### src/hw/rtl/rilg_pkg.sv
// Shared types, constants and the exponent coefficient table for the Rasch item
// log-likelihood and gradient block. No dependencies.
package rilg_pkg;

    localparam int LUT_ADDR_BITS_DEF = 10;
    localparam int NODE_Q_DEPTH      = 2;

    localparam logic signed [15:0] B_LIMIT    = 16'sd20480;
    localparam logic signed [15:0] B_SUBST    = 16'sd3486;
    localparam logic [30:0]        ONE_Q30    = 31'h4000_0000;
    localparam logic [30:0]        PROB_FLOOR = 31'd11;
    localparam logic [27:0]        LN2_Q28    = 28'd186065280;
    localparam logic [14:0]        LIMIT_RST  = 15'h7FFF;

    typedef enum logic {
        CFG_DIFFICULTY = 1'b0,
        CFG_EXP_LIMIT  = 1'b1
    } t_cfg_idx;

    typedef struct packed {
        logic [14:0]        ad;
        logic               neg;
        logic [23:0]        r;
        logic [23:0]        f;
        logic               last;
        logic signed [15:0] b;
    } t_node;

    localparam int NODE_W = $bits(t_node);

    typedef enum logic [3:0] {
        S_IDLE,
        S_EXP,
        S_DIV,
        S_PROB,
        S_NORM,
        S_SQR,
        S_SCALE,
        S_MUL,
        S_SUM,
        S_ACC,
        S_EMIT
    } t_state;

    // exp(-2^(j-12)) in Q1.30.
    function automatic logic [29:0] exp_coef(input logic [3:0] j);
        logic [29:0] c;
        unique case (j)
            4'd0:    c = 30'd1073479712;
            4'd1:    c = 30'd1073217664;
            4'd2:    c = 30'd1072693760;
            4'd3:    c = 30'd1071646719;
            4'd4:    c = 30'd1069553904;
            4'd5:    c = 30'd1065385899;
            4'd6:    c = 30'd1057118298;
            4'd7:    c = 30'd1040706261;
            4'd8:    c = 30'd1008687094;
            4'd9:    c = 30'd947573834;
            4'd10:   c = 30'd836230973;
            4'd11:   c = 30'd651257337;
            4'd12:   c = 30'd395007542;
            4'd13:   c = 30'd145315154;
            4'd14:   c = 30'd19666267;
            default: c = 30'd0;
        endcase
        return c;
    endfunction

endpackage

### src/hw/rtl/rilg_front.sv
// Front part: configuration registers, input acceptance and node classification.
// Depends on rilg_pkg for the node type, register indexes and constants.
module rilg_front import rilg_pkg::*; #(
    parameter int LUT_ADDR_BITS = LUT_ADDR_BITS_DEF
) (
    input  logic               i_clk,
    input  logic               i_rst_n,
    input  logic               i_cfg_we,
    input  logic               i_cfg_index,
    input  logic [15:0]        i_cfg_data,
    input  logic               i_valid,
    output logic               o_stall,
    input  logic signed [15:0] i_node_position,
    input  logic [23:0]        i_correct_count,
    input  logic [23:0]        i_total_count,
    input  logic               i_last_node,
    input  logic               i_q_full,
    output logic               o_push,
    output t_node              o_node
);
    localparam logic [14:0] CUT = 15'((1 << (15 - LUT_ADDR_BITS)) - 1);

    logic signed [15:0] r_difficulty;
    logic [14:0]        r_limit;
    logic signed [15:0] b;
    logic signed [16:0] d;
    logic signed [16:0] lim;
    logic signed [16:0] dc;
    logic [16:0]        mag;

    always_ff @(posedge i_clk) begin
        if (!i_rst_n) begin
            r_difficulty <= '0;
            r_limit      <= LIMIT_RST;
        end else if (i_cfg_we) begin
            unique case (t_cfg_idx'(i_cfg_index))
                CFG_DIFFICULTY: r_difficulty <= i_cfg_data;
                CFG_EXP_LIMIT:  r_limit      <= i_cfg_data[14:0];
                default:        r_limit      <= r_limit;
            endcase
        end
    end

    always_comb begin
        b   = (r_difficulty > B_LIMIT || r_difficulty < -B_LIMIT) ? B_SUBST : r_difficulty;
        d   = 17'(i_node_position) - 17'(b);
        lim = signed'({2'b00, r_limit});
        if (d > lim) begin
            dc = lim;
        end else if (d < -lim) begin
            dc = -lim;
        end else begin
            dc = d;
        end
        mag = dc[16] ? 17'(-dc) : 17'(dc);
        o_node.ad   = mag[14:0] & ~CUT;
        o_node.neg  = dc[16];
        o_node.r    = i_correct_count;
        o_node.f    = i_total_count;
        o_node.last = i_last_node;
        o_node.b    = b;
    end

    assign o_stall = i_q_full;
    assign o_push  = i_valid && !i_q_full;

endmodule

### config.mk
export PLATFORM = sky130hd
export DESIGN_NAME = rilg_front
export DESIGN_NICKNAME = d
export VERILOG_FILES = /design/src/hw/rtl/rilg_pkg.sv /design/src/hw/rtl/rilg_front.sv
export SDC_FILE = /design/constraint.sdc
export NUM_CORES = 1
export LEC_CHECK = 0
export BUFFER_PORTS_ARGS = -buffer_cell sky130_fd_sc_hd__buf_2
export CAP_MARGIN = 5
export CORE_ASPECT_RATIO = 0.9
export CORE_MARGIN = 5
export CORE_UTILIZATION = 46
export DETAILED_ROUTE_END_ITERATION = 6
export PLACE_DENSITY = 0.79
export SLEW_MARGIN = 30
export SYNTH_ARGS = -nofsm -noshare
export SYNTH_HDL_FRONTEND = slang
export SYNTH_SLANG_ARGS = --single-unit
### constraint.sdc
create_clock -name i_clk -period 6.9 [get_ports i_clk]
set_input_delay 1.035 -clock i_clk [delete_from_list [all_inputs] [get_ports i_clk]]
set_output_delay 1.035 -clock i_clk [all_outputs]
set_load 0.1 [all_outputs]
==> flow_metrics.env <==
export IMPL_setup_viol=8
export IMPL_synth_cell_type_count=65
export IMPL_crit_path_end_kind="output pin"
export IMPL_hold_slack_ps=490
export IMPL_clockRootBuffer="clkbuf_8"
export IMPL_ys_warn_count=0
export IMPL_crit_top_cell="a21o_1"
export IMPL_synthFlopType="dfxtp_1"
export IMPL_drive_gt1_share_pct=37.9
export IMPL_synth_seq_cells=31
export IMPL_die_h_um=102
export IMPL_hold_buffers=0
export IMPL_final_common_cell="nand2_1"
export IMPL_final_cell_mix="75 x nand2_1, 63 x buf_4, 55 x buf_2, 50 x inv_1, 36 x nor2_1"
export IMPL_p_switching_uw=856
export IMPL_critPathMaxStageDelay_ps=430
export IMPL_core_area_sq_um=9130
export IMPL_critical_path_class="flop to output pin"
export IMPL_synthCells=600
export IMPL_fin_crit_ps=7370
export IMPL_n_antenna_cell=0
export IMPL_grt_pass1_wl_mm=21.8
export IMPL_hold_path_class="flop to flop"
export IMPL_io_pins=170
export IMPL_vias_per_cell=5.90
export IMPL_start_util_pct=47.2
export IMPL_setup_ws_ps=-471
export IMPL_vias=4688
export IMPL_internal_power_uw=778
export IMPL_die_w_um=112
export IMPL_cts_buffers=5
export IMPL_p_clk_share_pct=11.7
export IMPL_fin_worst_skew_ps=0
export IMPL_syn2layout_area_growth_pct=34.9
export IMPL_row_count=33
export IMPL_ys_seq_area_share_pct=14.4
export IMPL_grt_setup_unrepaired="yes"
export IMPL_path_buf_inv=3
export IMPL_die_area_sq_um=11400
export IMPL_slew_headroom_pct=52.2
export IMPL_syn_cell_area_sq_um=4300
export IMPL_tightestPinTransition_ps=713
export IMPL_io_buffer_count=66
export IMPL_routedWlPerCell_um=18.0
export IMPL_first_iter_violations=322
export IMPL_syn_avg_cell_area_sq_um=7.17
export IMPL_gp_congestion=0.919
export IMPL_swShare_pct=52.4
export IMPL_cp_start_kind="flop"
export IMPL_cts_tree="done"
export IMPL_nets=807
export IMPL_dr_pass1_iters=5
export IMPL_grt_max_degree=32
export IMPL_antenna_found_initial=0
export IMPL_post_route_period_util_pct=107
export IMPL_synth_edf_count=0
export IMPL_share_comb_of_total_power_pct=76.0
export IMPL_crit_family="compound AO/OA/AOI/OAI gates"
export IMPL_status="finished, violations left"
export IMPL_grt_util_all_layers_pct=23.2
export IMPL_gr_total_overflow=0
export IMPL_p_per_area_nw_per_um2=281
export IMPL_async_flop_share_pct=0
export IMPL_arrival_ps=6340
export IMPL_violations="negative setup slack"
export IMPL_h_tree_depth=2
export IMPL_grt_pass1_vias=4609
export IMPL_leakage_uw=0.00261
export IMPL_maxCapViolations=0
export IMPL_path_clk_slew_ps=80
export IMPL_finalHoldViolCount=0
export IMPL_antenna_left=0
export IMPL_peakVddDrop_v=0.000181
export IMPL_crit_path_top_delay_cell="or4_4"
export IMPL_clk_latency_ps=300
export IMPL_crit_required_ps=5860
export IMPL_seqPwrFrac_pct=12.3
export IMPL_cts_max_path_buffers=2
export IMPL_final_setup_tns_ps=-1850
export IMPL_fillers=717
export IMPL_drc=0
export IMPL_slew_violations=0
export IMPL_drt_wl_total_mm=14.3
export IMPL_place_hpwl_mm=10.4
export IMPL_critPathMaxFanout=8
export IMPL_max_freq_ghz=0.136
export IMPL_cts_sinks=31
-- worst paths after layout --
kind / from / endpoint / slack [ps] / cells past startpoint
setup / recovery: r_difficulty[7]$_SDFFE_PN0P_ / o_node[80] / -470 / 29
hold / removal: r_difficulty[2]$_SDFFE_PN0P_ / r_difficulty[2]$_SDFFE_PN0P_ / 490 / 2
setup reg to reg: r_difficulty[11]$_SDFFE_PN0P_ / r_difficulty[11]$_SDFFE_PN0P_ / 5940 / 3
hold reg to reg: r_difficulty[2]$_SDFFE_PN0P_ / r_difficulty[2]$_SDFFE_PN0P_ / 490 / 2
-- final cells by class --
type                            count  area [sq um]  area share (%)
Clock inverter                      3          43.8           0.754
Timing Repair Buffer              133          1020            17.5
Sequential cell                    31           637            11.0
Tap cell                          122           153            2.63
Clock buffer                        5          68.8            1.19
Inverter                           54           206            3.56
Multi-Input combinational cell    447          3680            63.4
-- flip-flops by register name, indices dropped and copies added (netlist names) --
register      flops
r_difficulty     16
r_limit          15
-- synth_stat cells (12+ instances only) --
cell,instances,share of area (%)
a21boi_0,17,3.0
a21o_1,12,2.1
a21oi_1,25,2.9
buf_4,55,9.6
clkbuf_1,15,1.3
dfxtp_1,31,14
ha_1,47,14
inv_1,54,4.7
nand2_1,80,7.0
nand3_1,14,1.6
nor2_1,41,3.6
nor3_1,17,2.0
o211ai_1,16,2.8
o21ai_0,22,2.6
xnor2_1,19,3.9
-- power by group through the flow --
stage	registers [uW]	clock network, uW	logic [uW]
6_report	201	191	1240
5_1_grt	202	198	1310
4_1_cts	200	191	1150
3_5_place_dp	203	0	1100
3_3_place_gp	203	0	1080
2_1_floorplan	200	0	921
-- worst reg2reg max path: stages (launching register included) --
cell and delay (ps):
dfxtp_1 360, buf_4 140, nand2_1 40, a21boi_0 300
-- logic make-up after synthesis --
kind of cell             Yosys count  synth area share, %
AO/OA/AOI/OAI                    143                 23.9
XOR/XNOR                          26                 5.29
adder cells (fa/ha/maj)           48                 14.1
buffers and inverters            126                 15.8
flip-flops                        31                 14.4
multiplexers                      11                 2.65
other                              1               0.0871
AND/OR/NAND/NOR                  214                 23.7
-- repair_timing --
| action | CTS | global route |
|---|---|---|
| resized for setup | 41 | 63 |
| endpoints found under the setup margin | 11 | 11 |
| pin swaps | 21 | 29 |
| setup buffers | 13 | 17 |
| cloned | 0 | 0 |
-- metrics by stage --
stage                     power, uW  instance area [sq um]  cells  util, %  setup slack, ps
after detailed placement       1300                   5050    760     55.3             -246
after CTS                      1540                   5400    780     59.2             -366
after global routing           1710                   5810    795     63.6             -710
after global placement         1280                   5040    760     55.3             50.2
final                          1630                   5810    795     63.6             -471
after floorplan                1120                   4580    604        -             -732
-- metal layers --
layer / track usage (%) / part of all wire (%) / up-vias
met5: 0 / 0 / -
met4: 8.69 / 3.8 / 0
met3: 4.78 / 7.0 / 76
met2: 41.3 / 48 / 206
met1: 27.9 / 41 / 2203
li1: - / - / 2203
Power figures use the tool's default switching activity.
