$ cat src/hw/rtl/rilg_pkg.sv
// Shared types, constants and the exponent coefficient table for the Rasch item
// log-likelihood and gradient block. No dependencies.
package rilg_pkg;

    localparam int LUT_ADDR_BITS_DEF = 10;
    localparam int NODE_Q_DEPTH      = 2;

    localparam logic signed [15:0] B_LIMIT    = 16'sd20480;
    localparam logic signed [15:0] B_SUBST    = 16'sd3486;
    localparam logic [30:0]        ONE_Q30    = 31'h4000_0000;
    localparam logic [30:0]        PROB_FLOOR = 31'd11;
    localparam logic [27:0]        LN2_Q28    = 28'd186065280;
    localparam logic [14:0]        LIMIT_RST  = 15'h7FFF;

    typedef enum logic {
        CFG_DIFFICULTY = 1'b0,
        CFG_EXP_LIMIT  = 1'b1
    } t_cfg_idx;

    typedef struct packed {
        logic [14:0]        ad;
        logic               neg;
        logic [23:0]        r;
        logic [23:0]        f;
        logic               last;
        logic signed [15:0] b;
    } t_node;

    localparam int NODE_W = $bits(t_node);

    typedef enum logic [3:0] {
        S_IDLE,
        S_EXP,
        S_DIV,
        S_PROB,
        S_NORM,
        S_SQR,
        S_SCALE,
        S_MUL,
        S_SUM,
        S_ACC,
        S_EMIT
    } t_state;

    // exp(-2^(j-12)) in Q1.30.
    function automatic logic [29:0] exp_coef(input logic [3:0] j);
        logic [29:0] c;
        unique case (j)
            4'd0:    c = 30'd1073479712;
            4'd1:    c = 30'd1073217664;
            4'd2:    c = 30'd1072693760;
            4'd3:    c = 30'd1071646719;
            4'd4:    c = 30'd1069553904;
            4'd5:    c = 30'd1065385899;
            4'd6:    c = 30'd1057118298;
            4'd7:    c = 30'd1040706261;
            4'd8:    c = 30'd1008687094;
            4'd9:    c = 30'd947573834;
            4'd10:   c = 30'd836230973;
            4'd11:   c = 30'd651257337;
            4'd12:   c = 30'd395007542;
            4'd13:   c = 30'd145315154;
            4'd14:   c = 30'd19666267;
            default: c = 30'd0;
        endcase
        return c;
    endfunction

endpackage

$ cat src/hw/rtl/rilg_fifo.sv
// Small register queue between the front and back parts.
// Depends on rilg_pkg for the default width and depth.
module rilg_fifo import rilg_pkg::*; #(
    parameter int WIDTH = NODE_W,
    parameter int DEPTH = NODE_Q_DEPTH
) (
    input  logic             i_clk,
    input  logic             i_rst_n,
    input  logic             i_push,
    input  logic [WIDTH-1:0] i_data,
    input  logic             i_pop,
    output logic [WIDTH-1:0] o_data,
    output logic             o_full,
    output logic             o_empty
);
    localparam int PW = (DEPTH > 1) ? $clog2(DEPTH) : 1;
    localparam int CW = $clog2(DEPTH + 1);

    logic [WIDTH-1:0] r_mem [DEPTH];
    logic [PW-1:0]    r_wp;
    logic [PW-1:0]    r_rp;
    logic [CW-1:0]    r_cnt;

    assign o_full  = (r_cnt == CW'(DEPTH));
    assign o_empty = (r_cnt == '0);
    assign o_data  = r_mem[r_rp];

    always_ff @(posedge i_clk) begin
        if (!i_rst_n) begin
            r_wp  <= '0;
            r_rp  <= '0;
            r_cnt <= '0;
        end else begin
            if (i_push) begin
                r_wp <= (r_wp == PW'(DEPTH - 1)) ? '0 : r_wp + 1'b1;
            end
            if (i_pop) begin
                r_rp <= (r_rp == PW'(DEPTH - 1)) ? '0 : r_rp + 1'b1;
            end
            r_cnt <= r_cnt + CW'(i_push) - CW'(i_pop);
        end
    end

    always_ff @(posedge i_clk) begin
        if (i_push) begin
            r_mem[r_wp] <= i_data;
        end
    end

endmodule

$ cat config.mk
export PLATFORM = sky130hd
export DESIGN_NAME = rilg_fifo
export DESIGN_NICKNAME = d
export VERILOG_FILES = /design/src/hw/rtl/rilg_pkg.sv /design/src/hw/rtl/rilg_fifo.sv
export SDC_FILE = /design/constraint.sdc
export NUM_CORES = 1
export LEC_CHECK = 0
export BUFFER_PORTS_ARGS = -buffer_cell sky130_fd_sc_hd__buf_2
export CORE_MARGIN = 5
export CORE_UTILIZATION = 45
export CTS_BUF_LIST = sky130_fd_sc_hd__clkbuf_8
export CTS_CLUSTER_DIAMETER = 50
export DETAILED_ROUTE_END_ITERATION = 7
export GPL_ROUTABILITY_DRIVEN = 0
export PLACE_DENSITY = 0.71
export SLEW_MARGIN = 20
export SYNTH_ARGS = -nofsm -noshare
export SYNTH_HDL_FRONTEND = slang
export SYNTH_SLANG_ARGS = --single-unit
$ cat constraint.sdc
create_clock -name i_clk -period 12.2 [get_ports i_clk]
set_input_delay 0.61 -clock i_clk [delete_from_list [all_inputs] [get_ports i_clk]]
set_output_delay 0.61 -clock i_clk [all_outputs]
set_load 0.01 [all_outputs]
==> impl_metrics.json, run 1 <==
{
  "hold_class": "input pin to flip-flop",
  "final-setup-viol-count": 0,
  "r2r_cells": 2,
  "routed_wl_um": 11000,
  "grt_pass1_vias": 3206,
  "vias": 3024,
  "worst_slew_pin_slew_ns": 0.891,
  "period_share_pct": 26.0,
  "vias_per_cell": 4.67,
  "clkSlewWorstSetupHoldPaths_ns": 0.09,
  "grt_overflow_total": 0,
  "clkLatencyLatePin_ns": 0.44,
  "synth_top_area_share_pct": 75.1,
  "cts_buffers": 17,
  "clock.fmax_ghz": 0.316,
  "place_ws_ns": 9.47,
  "final_util_pct": 56.0,
  "startpoint_type": "flip-flop",
  "crit_path_end_kind": "output port",
  "worstSetupPathType": "flip-flop to output port",
  "first_iter_violations": 164,
  "antenna_found_initial": 1,
  "synth_top_area_cell": "edfxtp_1",
  "num_rows": 43,
  "finalHoldViolCount": 0,
  "power.internal_mw": 0.943,
  "clkPwrFrac_pct": 32.0,
  "cts_setup_buffers": 0,
  "cellLeakagePower_nw": 3.12,
  "power_mw": 1.21,
  "comb_power_share_pct": 12.2,
  "syn2layout_area_growth_pct": 20.9,
  "crit_end": "o_data[11]",
  "fp.dieArea_mm2": 0.0169,
  "slew_headroom_pct": 40.6,
  "rsz0062_at_grt": "false",
  "syn_inst": 273,
  "core_area_mm2": 0.0140,
  "die_h_um": 130,
  "syn_area_per_cell_um2": 23.7,
  "num_antenna_cells": 0,
  "synthDistinctLibCells": 14,
  "multi_input_area_mm2": 0.00134,
  "reg2reg_slack_ns": 10.60,
  "synth_area_leaders": "edfxtp_1, mux2_4, buf_12",
  "clockBufferDepth": 2,
  "ctsHoldBuffers": 0,
  "port_buffers": 167,
  "peakVddDrop_uv": 82.8,
  "post_cts_resized": 0,
  "syn-num-nets": 360,
  "start_util_pct": 46.3,
  "nets": 541,
  "final_cell_mix": "buf_2, edfxtp_1, mux2_4, clkbuf_8",
  "worstPathMaxFanout": 49,
  "die_width_um": 130,
  "slew_viol_final": 0,
  "grt_usage_pct": 13.1,
  "drc": 0,
  "sw_frac_of_total_pct": 22.2,
  "hp-start": "i_data[28]",
  "seqPwrFrac_pct": 55.8,
  "grt_start_max_net_pins": 83,
  "rr_endpoint": "r_mem[1][34]",
  "final_common_cell": "buf_2",
  "ys_warn_count": 0,
  "mappedNetlistArea_mm2": 0.00647,
  "worstPathRequired_ns": 11.59,
  "seq_area_frac_synth_pct": 76.7,
  "power_switching_mw": 0.269,
  "skew_ns": 0.00854,
  "drt_first_pass_iters": 4,
  "period_minus_slack_ns": 3.17,
  "wl_per_cell_um": 17.0,
  "post_route_cells_drive_above_1_share_pct": 60.6,
  "pin_count": 168,
  "cts_max_level": 4,
  "status": "complete, no violations",
  "ant_nets": 0,
  "ys_ff_latch": 167,
  "cap_viol_max_count": 0,
  "regToRegStartpoint": "r_wp",
  "clockRootBuffer": "clkbuf_8",
  "tns_ns": 0,
  "n_fill_cell": 1119,
  "power_density_mw_per_mm2": 155,
  "arrival_ns": 2.56,
  "postLayoutSetupSlackWorst_ns": 9.03,
  "regArea_mm2": 0.00497,
  "clock_sinks": 167,
  "cts_tree": "built",
  "grt_pass1_wl_um": 16200
}
## synthesized netlist by cell type (all sizes together)
cell type / instances
edfxtp: 162
inv: 2
buf: 9
dfxtp: 5
nor2: 1
nor2b: 4
xor2: 1
o21a: 1
mux2: 81
xnor3: 1
ha: 2
and2: 4
## routing by layer
layer,vias up,wire length (µm),track usage [%]
met4,2,197,5.68
met2,107,5520,22.3
met5,-,15,0
met3,19,839,4.50
met1,1460,4440,14.9
li1,1436,-,-
## state kept, by name (all words and copies together), names as in the netlist, named ones only
| signal | cells |
|---|---|
| r_rp | 1 |
| r_wp | 1 |
| r_mem | 162 |
| r_cnt | 2 |
## worst max-delay path, cell delays in order (launching register included)
cell	delay, ns
dfxtp_4	0.75
buf_4	0.80
mux2_4	0.37
buf_2	0.14
## through the flow
step           instance area, µm²  cells  hold slack [ns]
2_1_floorplan                6470    273            0.555
3_3_place_gp                 7390    613            0.557
3_5_place_dp                 7390    613            0.564
4_1_cts                      7790    645            0.310
5_1_grt                      7830    647            0.304
6_report                     7830    647            0.347
## worst min-delay path by stage
stage / depth (start not counted) / to
finish: 1 / r_mem[0][28]
global route: 1 / r_mem[0][28]
CTS: 1 / r_mem[1][69]
detailed placement: 2 / flip-flop
global placement: 2 / flip-flop
floorplan: 2 / flip-flop
## cells by family after synthesis
kind of cell    after synthesis  share of synthesized area (%)
buf+inv                      11                           2.76
flops                       167                           76.7
fa+ha+maj                     2                          0.386
compound gates                1                          0.116
simple gates                  9                          0.831
xor+xnor                      2                          0.483
mux                          81                           18.7
## area by class of cell
class | instances | area share (%)
clock buffer | 17 | 2.99
clock inverter | 15 | 2.08
inverter | 2 | 0.0959
multi-input combinational | 95 | 17.1
tap | 180 | 2.88
sequential | 167 | 63.5
timing repair buffer | 171 | 11.4
## power by group through the flow
stage	registers [mW]	logic [mW]	clock network [mW]
floorplan	0.684	0.106	0
global placement	0.689	0.146	0
detailed placement	0.691	0.148	0
CTS	0.678	0.149	0.401
global route	0.679	0.158	0.426
finish	0.676	0.147	0.388
Note: power is estimated with default switching activity, not from simulation.
==> inputs of run 2 (changes only) <==
--- a/config.mk
+++ b/config.mk
@@ -5,6 +5,7 @@
 export SDC_FILE = /design/constraint.sdc
 export NUM_CORES = 1
 export LEC_CHECK = 0
+export ABC_AREA = 1
 export BUFFER_PORTS_ARGS = -buffer_cell sky130_fd_sc_hd__buf_2
 export CORE_MARGIN = 5
 export CORE_UTILIZATION = 45
@@ -12,7 +13,7 @@
 export CTS_CLUSTER_DIAMETER = 50
 export DETAILED_ROUTE_END_ITERATION = 7
 export GPL_ROUTABILITY_DRIVEN = 0
-export PLACE_DENSITY = 0.71
+export PLACE_DENSITY = 0.73
 export SLEW_MARGIN = 20
 export SYNTH_ARGS = -nofsm -noshare
 export SYNTH_HDL_FRONTEND = slang
==> constraint.sdc (replaced) <==
create_clock -name i_clk -period 2.9 [get_ports i_clk]
set_input_delay 0.145 -clock i_clk [delete_from_list [all_inputs] [get_ports i_clk]]
set_output_delay 0.145 -clock i_clk [all_outputs]
set_load 0.01 [all_outputs]
==> run 2 against run 1 <==
  * Wire length rose by 11%
  * Hold slack improved by 0.079 ns
  * Non-clock buffer count rose by 88
  * Critical endpoint is now o_data[67]
  * Sequential share of layout area fell by 6.5 points
  * Register-to-register slack got worse by 9.5 ns
  * Highest routed layer is now met4
  * Combinational power rose to 4.4 times the previous value
  * Largest power group unchanged
  * First-iteration DRC count fell by 13%
  * Setup slack got worse by 8.2 ns
  * Via count rose by 13%
==> impl_metrics.json, run 2 <==
{
  "final_common_cell": "buf_2",
  "die_h_um": 130,
  "cts_tree": "built",
  "grt_overflow_total": 0,
  "worstSetupPathType": "flip-flop to output port",
  "clock_sinks": 167,
  "seq_area_frac_synth_pct": 76.7,
  "final-setup-viol-count": 0,
  "cts_setup_buffers": 0,
  "final_cell_area_mm2": 0.00872,
  "synth_top_area_cell": "edfxtp_1",
  "grt_util_met3_pct": 6.26,
  "grt_pass1_vias": 3694,
  "port_buffers": 167,
  "ys_ff_latch": 167,
  "rsz0062_at_grt": "false",
  "largest_reg_flops": 162,
  "wl_per_cell_um": 16.4,
  "synthArstFlopShare_pct": 0,
  "power_density_mw_per_mm2": 596,
  "post_cts_resized": 0,
  "vias_per_cell": 4.57,
  "regMostFlops": "r_mem",
  "place_hpwl_um": 7760,
  "crit_path_end_kind": "output port",
  "synth_most_common_cell": "edfxtp_1",
  "syn_area_per_cell_um2": 22.7,
  "core_area_mm2": 0.0140,
  "synthDistinctLibCells": 12,
  "syn-num-nets": 372,
  "pin_count": 168,
  "top_usage_layer": "met2",
  "arrival_ns": 1.95,
  "ctsHoldBuffers": 84,
  "status": "complete, no violations",
  "clock.fmax_ghz": 0.478,
  "grt_usage_pct": 14.7,
  "grt_pass1_wl_um": 18400,
  "hold_class": "input pin to flip-flop",
  "drt_first_pass_iters": 4,
  "cts_buffers": 17,
  "finalHoldViolCount": 0,
  "syn2layout_area_growth_pct": 34.7,
  "synth_edf_count": 162,
  "syn_inst": 285,
  "clockBufferDepth": 2,
  "reg_top3": "r_mem x162, r_cnt x2",
  "gr-usage-met2_pct": 26.6,
  "die_width_um": 130,
  "cts_max_level": 4,
  "ys_warn_count": 0,
  "post_route_cells_drive_above_1_share_pct": 50.7,
  "worst_slew_pin_slew_ns": 0.631,
  "use_met1_pct": 15.6,
  "peakVddDrop_uv": 378,
  "startpoint_type": "flip-flop",
  "worstPathRequired_ns": 2.76,
  "multi_input_area_mm2": 0.00132,
  "r2r_cells": 3,
  "synthTopCellsByCount": "edfxtp_1, mux2_4, nor2_1",
  "cellLeakagePower_nw": 3.54,
  "slew_viol_final": 0,
  "period_share_pct": 72.2,
  "skew_ns": 0.0103,
  "num_antenna_cells": 0,
  "worstPathMaxFanout": 23,
  "tns_ns": 0,
  "fp.dieArea_mm2": 0.0169,
  "synthFlopType": "edfxtp_1",
  "routed_wl_um": 12200,
  "drc": 0,
  "clkLatencyLatePin_ns": 0.43,
  "start_util_pct": 46.3,
  "num_rows": 43,
  "nets": 641,
  "slew_headroom_pct": 57.9,
  "vias": 3411,
  "place_area_mm2": 0.00746,
  "first_iter_violations": 143,
  "mappedNetlistArea_mm2": 0.00647,
  "postLayoutSetupSlackWorst_ns": 0.806,
  "ant_nets": 0,
  "synth_area_leaders": "edfxtp_1, mux2_4, buf_12",
  "cap_viol_max_count": 0,
  "clockRootBuffer": "clkbuf_8",
  "synth_top_area_share_pct": 75.1,
  "place_ws_ns": 1.11,
  "grt_start_max_net_pins": 47,
  "antenna_found_initial": 0,
  "final_cell_mix": "buf_2, edfxtp_1, dlygate4sd3_1, mux2_4, clkbuf_8",
  "hold-path-cell-count": 2,
  "period_minus_slack_ns": 2.09,
  "regArea_mm2": 0.00497,
  "reg2reg_slack_ns": 1.15,
  "n_fill_cell": 1034,
  "clkSlewWorstSetupHoldPaths_ns": 0.08
}
[run 2: critical path, cell delays in order, from the launching register on]
cell and delay (ns):
dfxtp_4 0.65, buf_4 0.38, mux2_4 0.34, buf_2 0.14
[run 2: final timing paths]
path,startpoint,to
max,flip-flop,o_data[67]
min,i_data[43],r_mem[0][43]
max reg2reg,r_wp,r_mem[1][73]
min reg2reg,r_rp,flip-flop
[run 2: metal layers]
| metal | part of all wire [%] | vias to the layer above |
|---|---|---|
| li1 | - | 1641 |
| met1 | 38 | 1651 |
| met2 | 54 | 110 |
| met3 | 7.5 | 9 |
| met4 | 0.79 | 0 |
| met5 | 0 | - |
[run 2: through the flow]
| step | hold slack, ns | utilization (%) | std cells | total power, mW |
|---|---|---|---|---|
| final | 0.426 | 62.3 | 746 | 5.20 |
| after detailed placement | 0.336 | 53.3 | 631 | 3.46 |
| after global routing | 0.368 | 62.3 | 746 | 5.42 |
| after global placement | 0.332 | 53.3 | 631 | 3.44 |
| after CTS | 0.374 | 62.3 | 746 | 5.26 |
| after floorplan | 0.238 | - | 285 | 3.25 |
[run 2: final cells by class]
cell class / instances / area share, %
clock inverters: 14 / 2.12
multi-input cells: 102 / 15.1
clock buffers: 17 / 2.68
inverters: 7 / 0.316
repair buffers: 259 / 20.2
flip-flops and latches: 167 / 57.0
well taps: 180 / 2.58
[run 2: cells by family (layout without fill, tap and decap cells)]
| kind of cell | count (synthesis) | after routing | synth area share [%] |
|---|---|---|---|
| fa+ha+maj | 2 | 2 | 0.386 |
| flops | 167 | 167 | 76.7 |
| buf+inv | 16 | 297 | 3.05 |
| mux | 81 | 81 | 18.7 |
| compound gates | 1 | 1 | 0.0772 |
| simple gates | 18 | 18 | 1.06 |
[run 2: report_power, final]
group	switching [mW]	total, mW	internal, mW	leakage, nW
Combinational	0.286	0.652	0.366	1.76
Clock	0.785	1.71	0.927	0.216
Sequential	0.0479	2.84	2.79	1.56
==> inputs of run 3 (changes only) <==
==> constraint.sdc (replaced) <==
create_clock -name i_clk -period 1.9 [get_ports i_clk]
set_input_delay 0.095 -clock i_clk [delete_from_list [all_inputs] [get_ports i_clk]]
set_output_delay 0.095 -clock i_clk [all_outputs]
set_load 0.01 [all_outputs]
==> run 3 against run 2 <==
  * Sequential power grew 52%
  * Global-route usage grew 0.38 points
  * Cell count grew 0.67%
  * Largest cell class unchanged
  * Flip-flop and latch count is the same
  * Setup slack lost 0.64 ns
  * Non-clock buffer count grew 4
  * Via count grew 1.3%
  * Hold slack lost 0.064 ns
==> impl_metrics.json, run 3 (synthesis gave the netlist of run 2 again) <==
{
  "cpMaxStageDelayCell": "dlygate4sd3_1",
  "pin_count": 168,
  "reg_top3": "r_mem x162, r_cnt x2",
  "grt_overflow_total": 0,
  "crit_path_end_kind": "flip-flop",
  "clock_sinks": 167,
  "final_cells": 751,
  "vias": 3456,
  "antenna_found_initial": 0,
  "worstPathMaxFanout": 3,
  "worstSetupPathType": "flip-flop to flip-flop",
  "rsz0062_at_grt": "false",
  "place_ws_ns": 0.451,
  "grt_usage_pct": 15.0,
  "drt_first_pass_iters": 4,
  "nets": 645,
  "clkSlewWorstSetupHoldPaths_ns": 0.08,
  "final_common_cell": "buf_2",
  "startpoint_type": "flip-flop",
  "cp.buffers_inverters": 4,
  "power_density_mw_per_mm2": 898,
  "num_rows": 43,
  "drc": 0,
  "cellLeakagePower_nw": 3.56,
  "arrival_ns": 2.08,
  "regMostFlops": "r_mem",
  "place_hpwl_um": 7820,
  "r2r_cells": 7,
  "worst_slew_pin_slew_ns": 0.361,
  "die_h_um": 130,
  "clockBufferDepth": 2,
  "reg2reg_slack_ns": 0.16,
  "grt_pass1_vias": 3805,
  "grt_pass1_wl_um": 18900,
  "cap_viol_max_count": 0,
  "startpoint": "r_cnt[0]",
  "clockRootBuffer": "clkbuf_8",
  "slew_headroom_pct": 75.9,
  "cp.depth": 7,
  "period_share_pct": 91.4,
  "power_mw": 7.88,
  "critPathTopFamily": "buffers and inverters",
  "port_buffers": 167,
  "clock.fmax_ghz": 0.576,
  "num_antenna_cells": 0,
  "start_util_pct": 46.3,
  "post_route_cells_drive_above_1_share_pct": 51.1,
  "cpPeakStageDelay_ns": 0.56,
  "crit_end": "r_cnt[0]",
  "final_cell_mix": "buf_2, edfxtp_1, dlygate4sd3_1, mux2_4, clkbuf_8",
  "rr_endpoint": "r_cnt[0]",
  "vias_per_cell": 4.60,
  "core_area_mm2": 0.0140,
  "hold-path-cell-count": 2,
  "ant_nets": 0,
  "regToRegStartpoint": "r_cnt[0]",
  "postLayoutSetupSlackWorst_ns": 0.164,
  "fp.dieArea_mm2": 0.0169,
  "finalHoldViolCount": 0,
  "cts_buffers": 17,
  "status": "complete, no violations",
  "hold_class": "input pin to flip-flop",
  "cp_cell_sequence": "inv_1 -> ha_1 -> inv_1 -> ha_1 -> nand2_1 -> dlygate4sd3_1 -> inv_1",
  "peakVddDrop_uv": 548,
  "period_minus_slack_ns": 1.74,
  "path_common_cell": "inv_1",
  "grt_start_max_net_pins": 58,
  "syn2layout_area_growth_pct": 35.6,
  "cts_tree": "built",
  "slew_viol_final": 0,
  "routed_wl_um": 12300,
  "die_width_um": 130,
  "clkLatencyLatePin_ns": 0.45,
  "worstPathRequired_ns": 2.25,
  "first_iter_violations": 172,
  "placed_cells": 630,
  "final-setup-viol-count": 0,
  "skew_ns": 0.00769,
  "largest_reg_flops": 162,
  "wl_per_cell_um": 16.4,
  "cts_max_level": 4
}
## run 3: cell types whose count changed in the layout (fill, tap and decap cells not counted), moves of 2 or more
cell and delta:
clkinv_4 -4, inv_1 +3, buf_12 +3, clkbuf_8 +2, clkinvlp_4 +2, clkinv_1 -2
## run 3: worst register-to-register path: cells and delay by family, from the launching register on
kind,cells,cell delay (ns)
adders and majority gates,2,0.53
DFF,1,0.36
and+or+nand+nor,1,0.06
buffers and inverters,4,0.70
## run 3: through the flow
stage	setup TNS (ns)	util [%]	hold slack, ns	cell area [µm²]
6_report	0	62.8	0.362	8780
5_1_grt	0	62.8	0.330	8780
4_1_cts	0	62.8	0.325	8780
3_5_place_dp	0	53.6	0.286	7500
3_3_place_gp	0	53.6	0.282	7500
2_1_floorplan	-8.53	-	0.188	6490
## run 3: layout make-up
type                       count  area [µm²]
inverter                       7        30.0
clock buffer                  19         262
timing repair buffer         263        1830
multi-input combinational    102        1320
tap                          180         225
fill                        1011        5210
clock inverter                13         141
sequential                   167        4970
## run 3: what timing repair did
| item | in CTS | in global routing |
|---|---|---|
| resized for setup | 0 | 0 |
| setup endpoints to repair | 57 | 0 |
| buffers inserted | 4 | 0 |
| hold endpoints to repair | 167 | 0 |
| hold buffers | 85 | 0 |
## run 3: report_power, final
group	internal (mW)	leakage [nW]	switching [mW]
logic	0.581	1.78	0.455
registers	4.26	1.56	0.0606
clock network	1.34	0.220	1.19
total	6.18	3.56	1.70
## run 3: how the worst min path moves through the flow
stage | start | endpoint | slack (ns)
2_1_floorplan | i_rst_n | r_cnt[0] | 0.19
3_3_place_gp | i_data[56] | r_mem[0][56] | 0.28
3_5_place_dp | i_data[51] | r_mem[1][51] | 0.29
4_1_cts | i_data[52] | r_mem[0][52] | 0.32
5_1_grt | i_data[66] | r_mem[0][66] | 0.33
6_report | i_data[52] | r_mem[0][52] | 0.36
## run 3: per-layer routing
layer / GRT usage, % / wire [µm] / share of wire, % / up-vias
met5: 0 / 0 / 0 / -
met4: 5.38 / 165 / 1.3 / 0
met3: 5.12 / 854 / 6.9 / 15
met2: 26.7 / 6580 / 53 / 112
met1: 16.9 / 4750 / 38 / 1676
li1: - / - / - / 1653
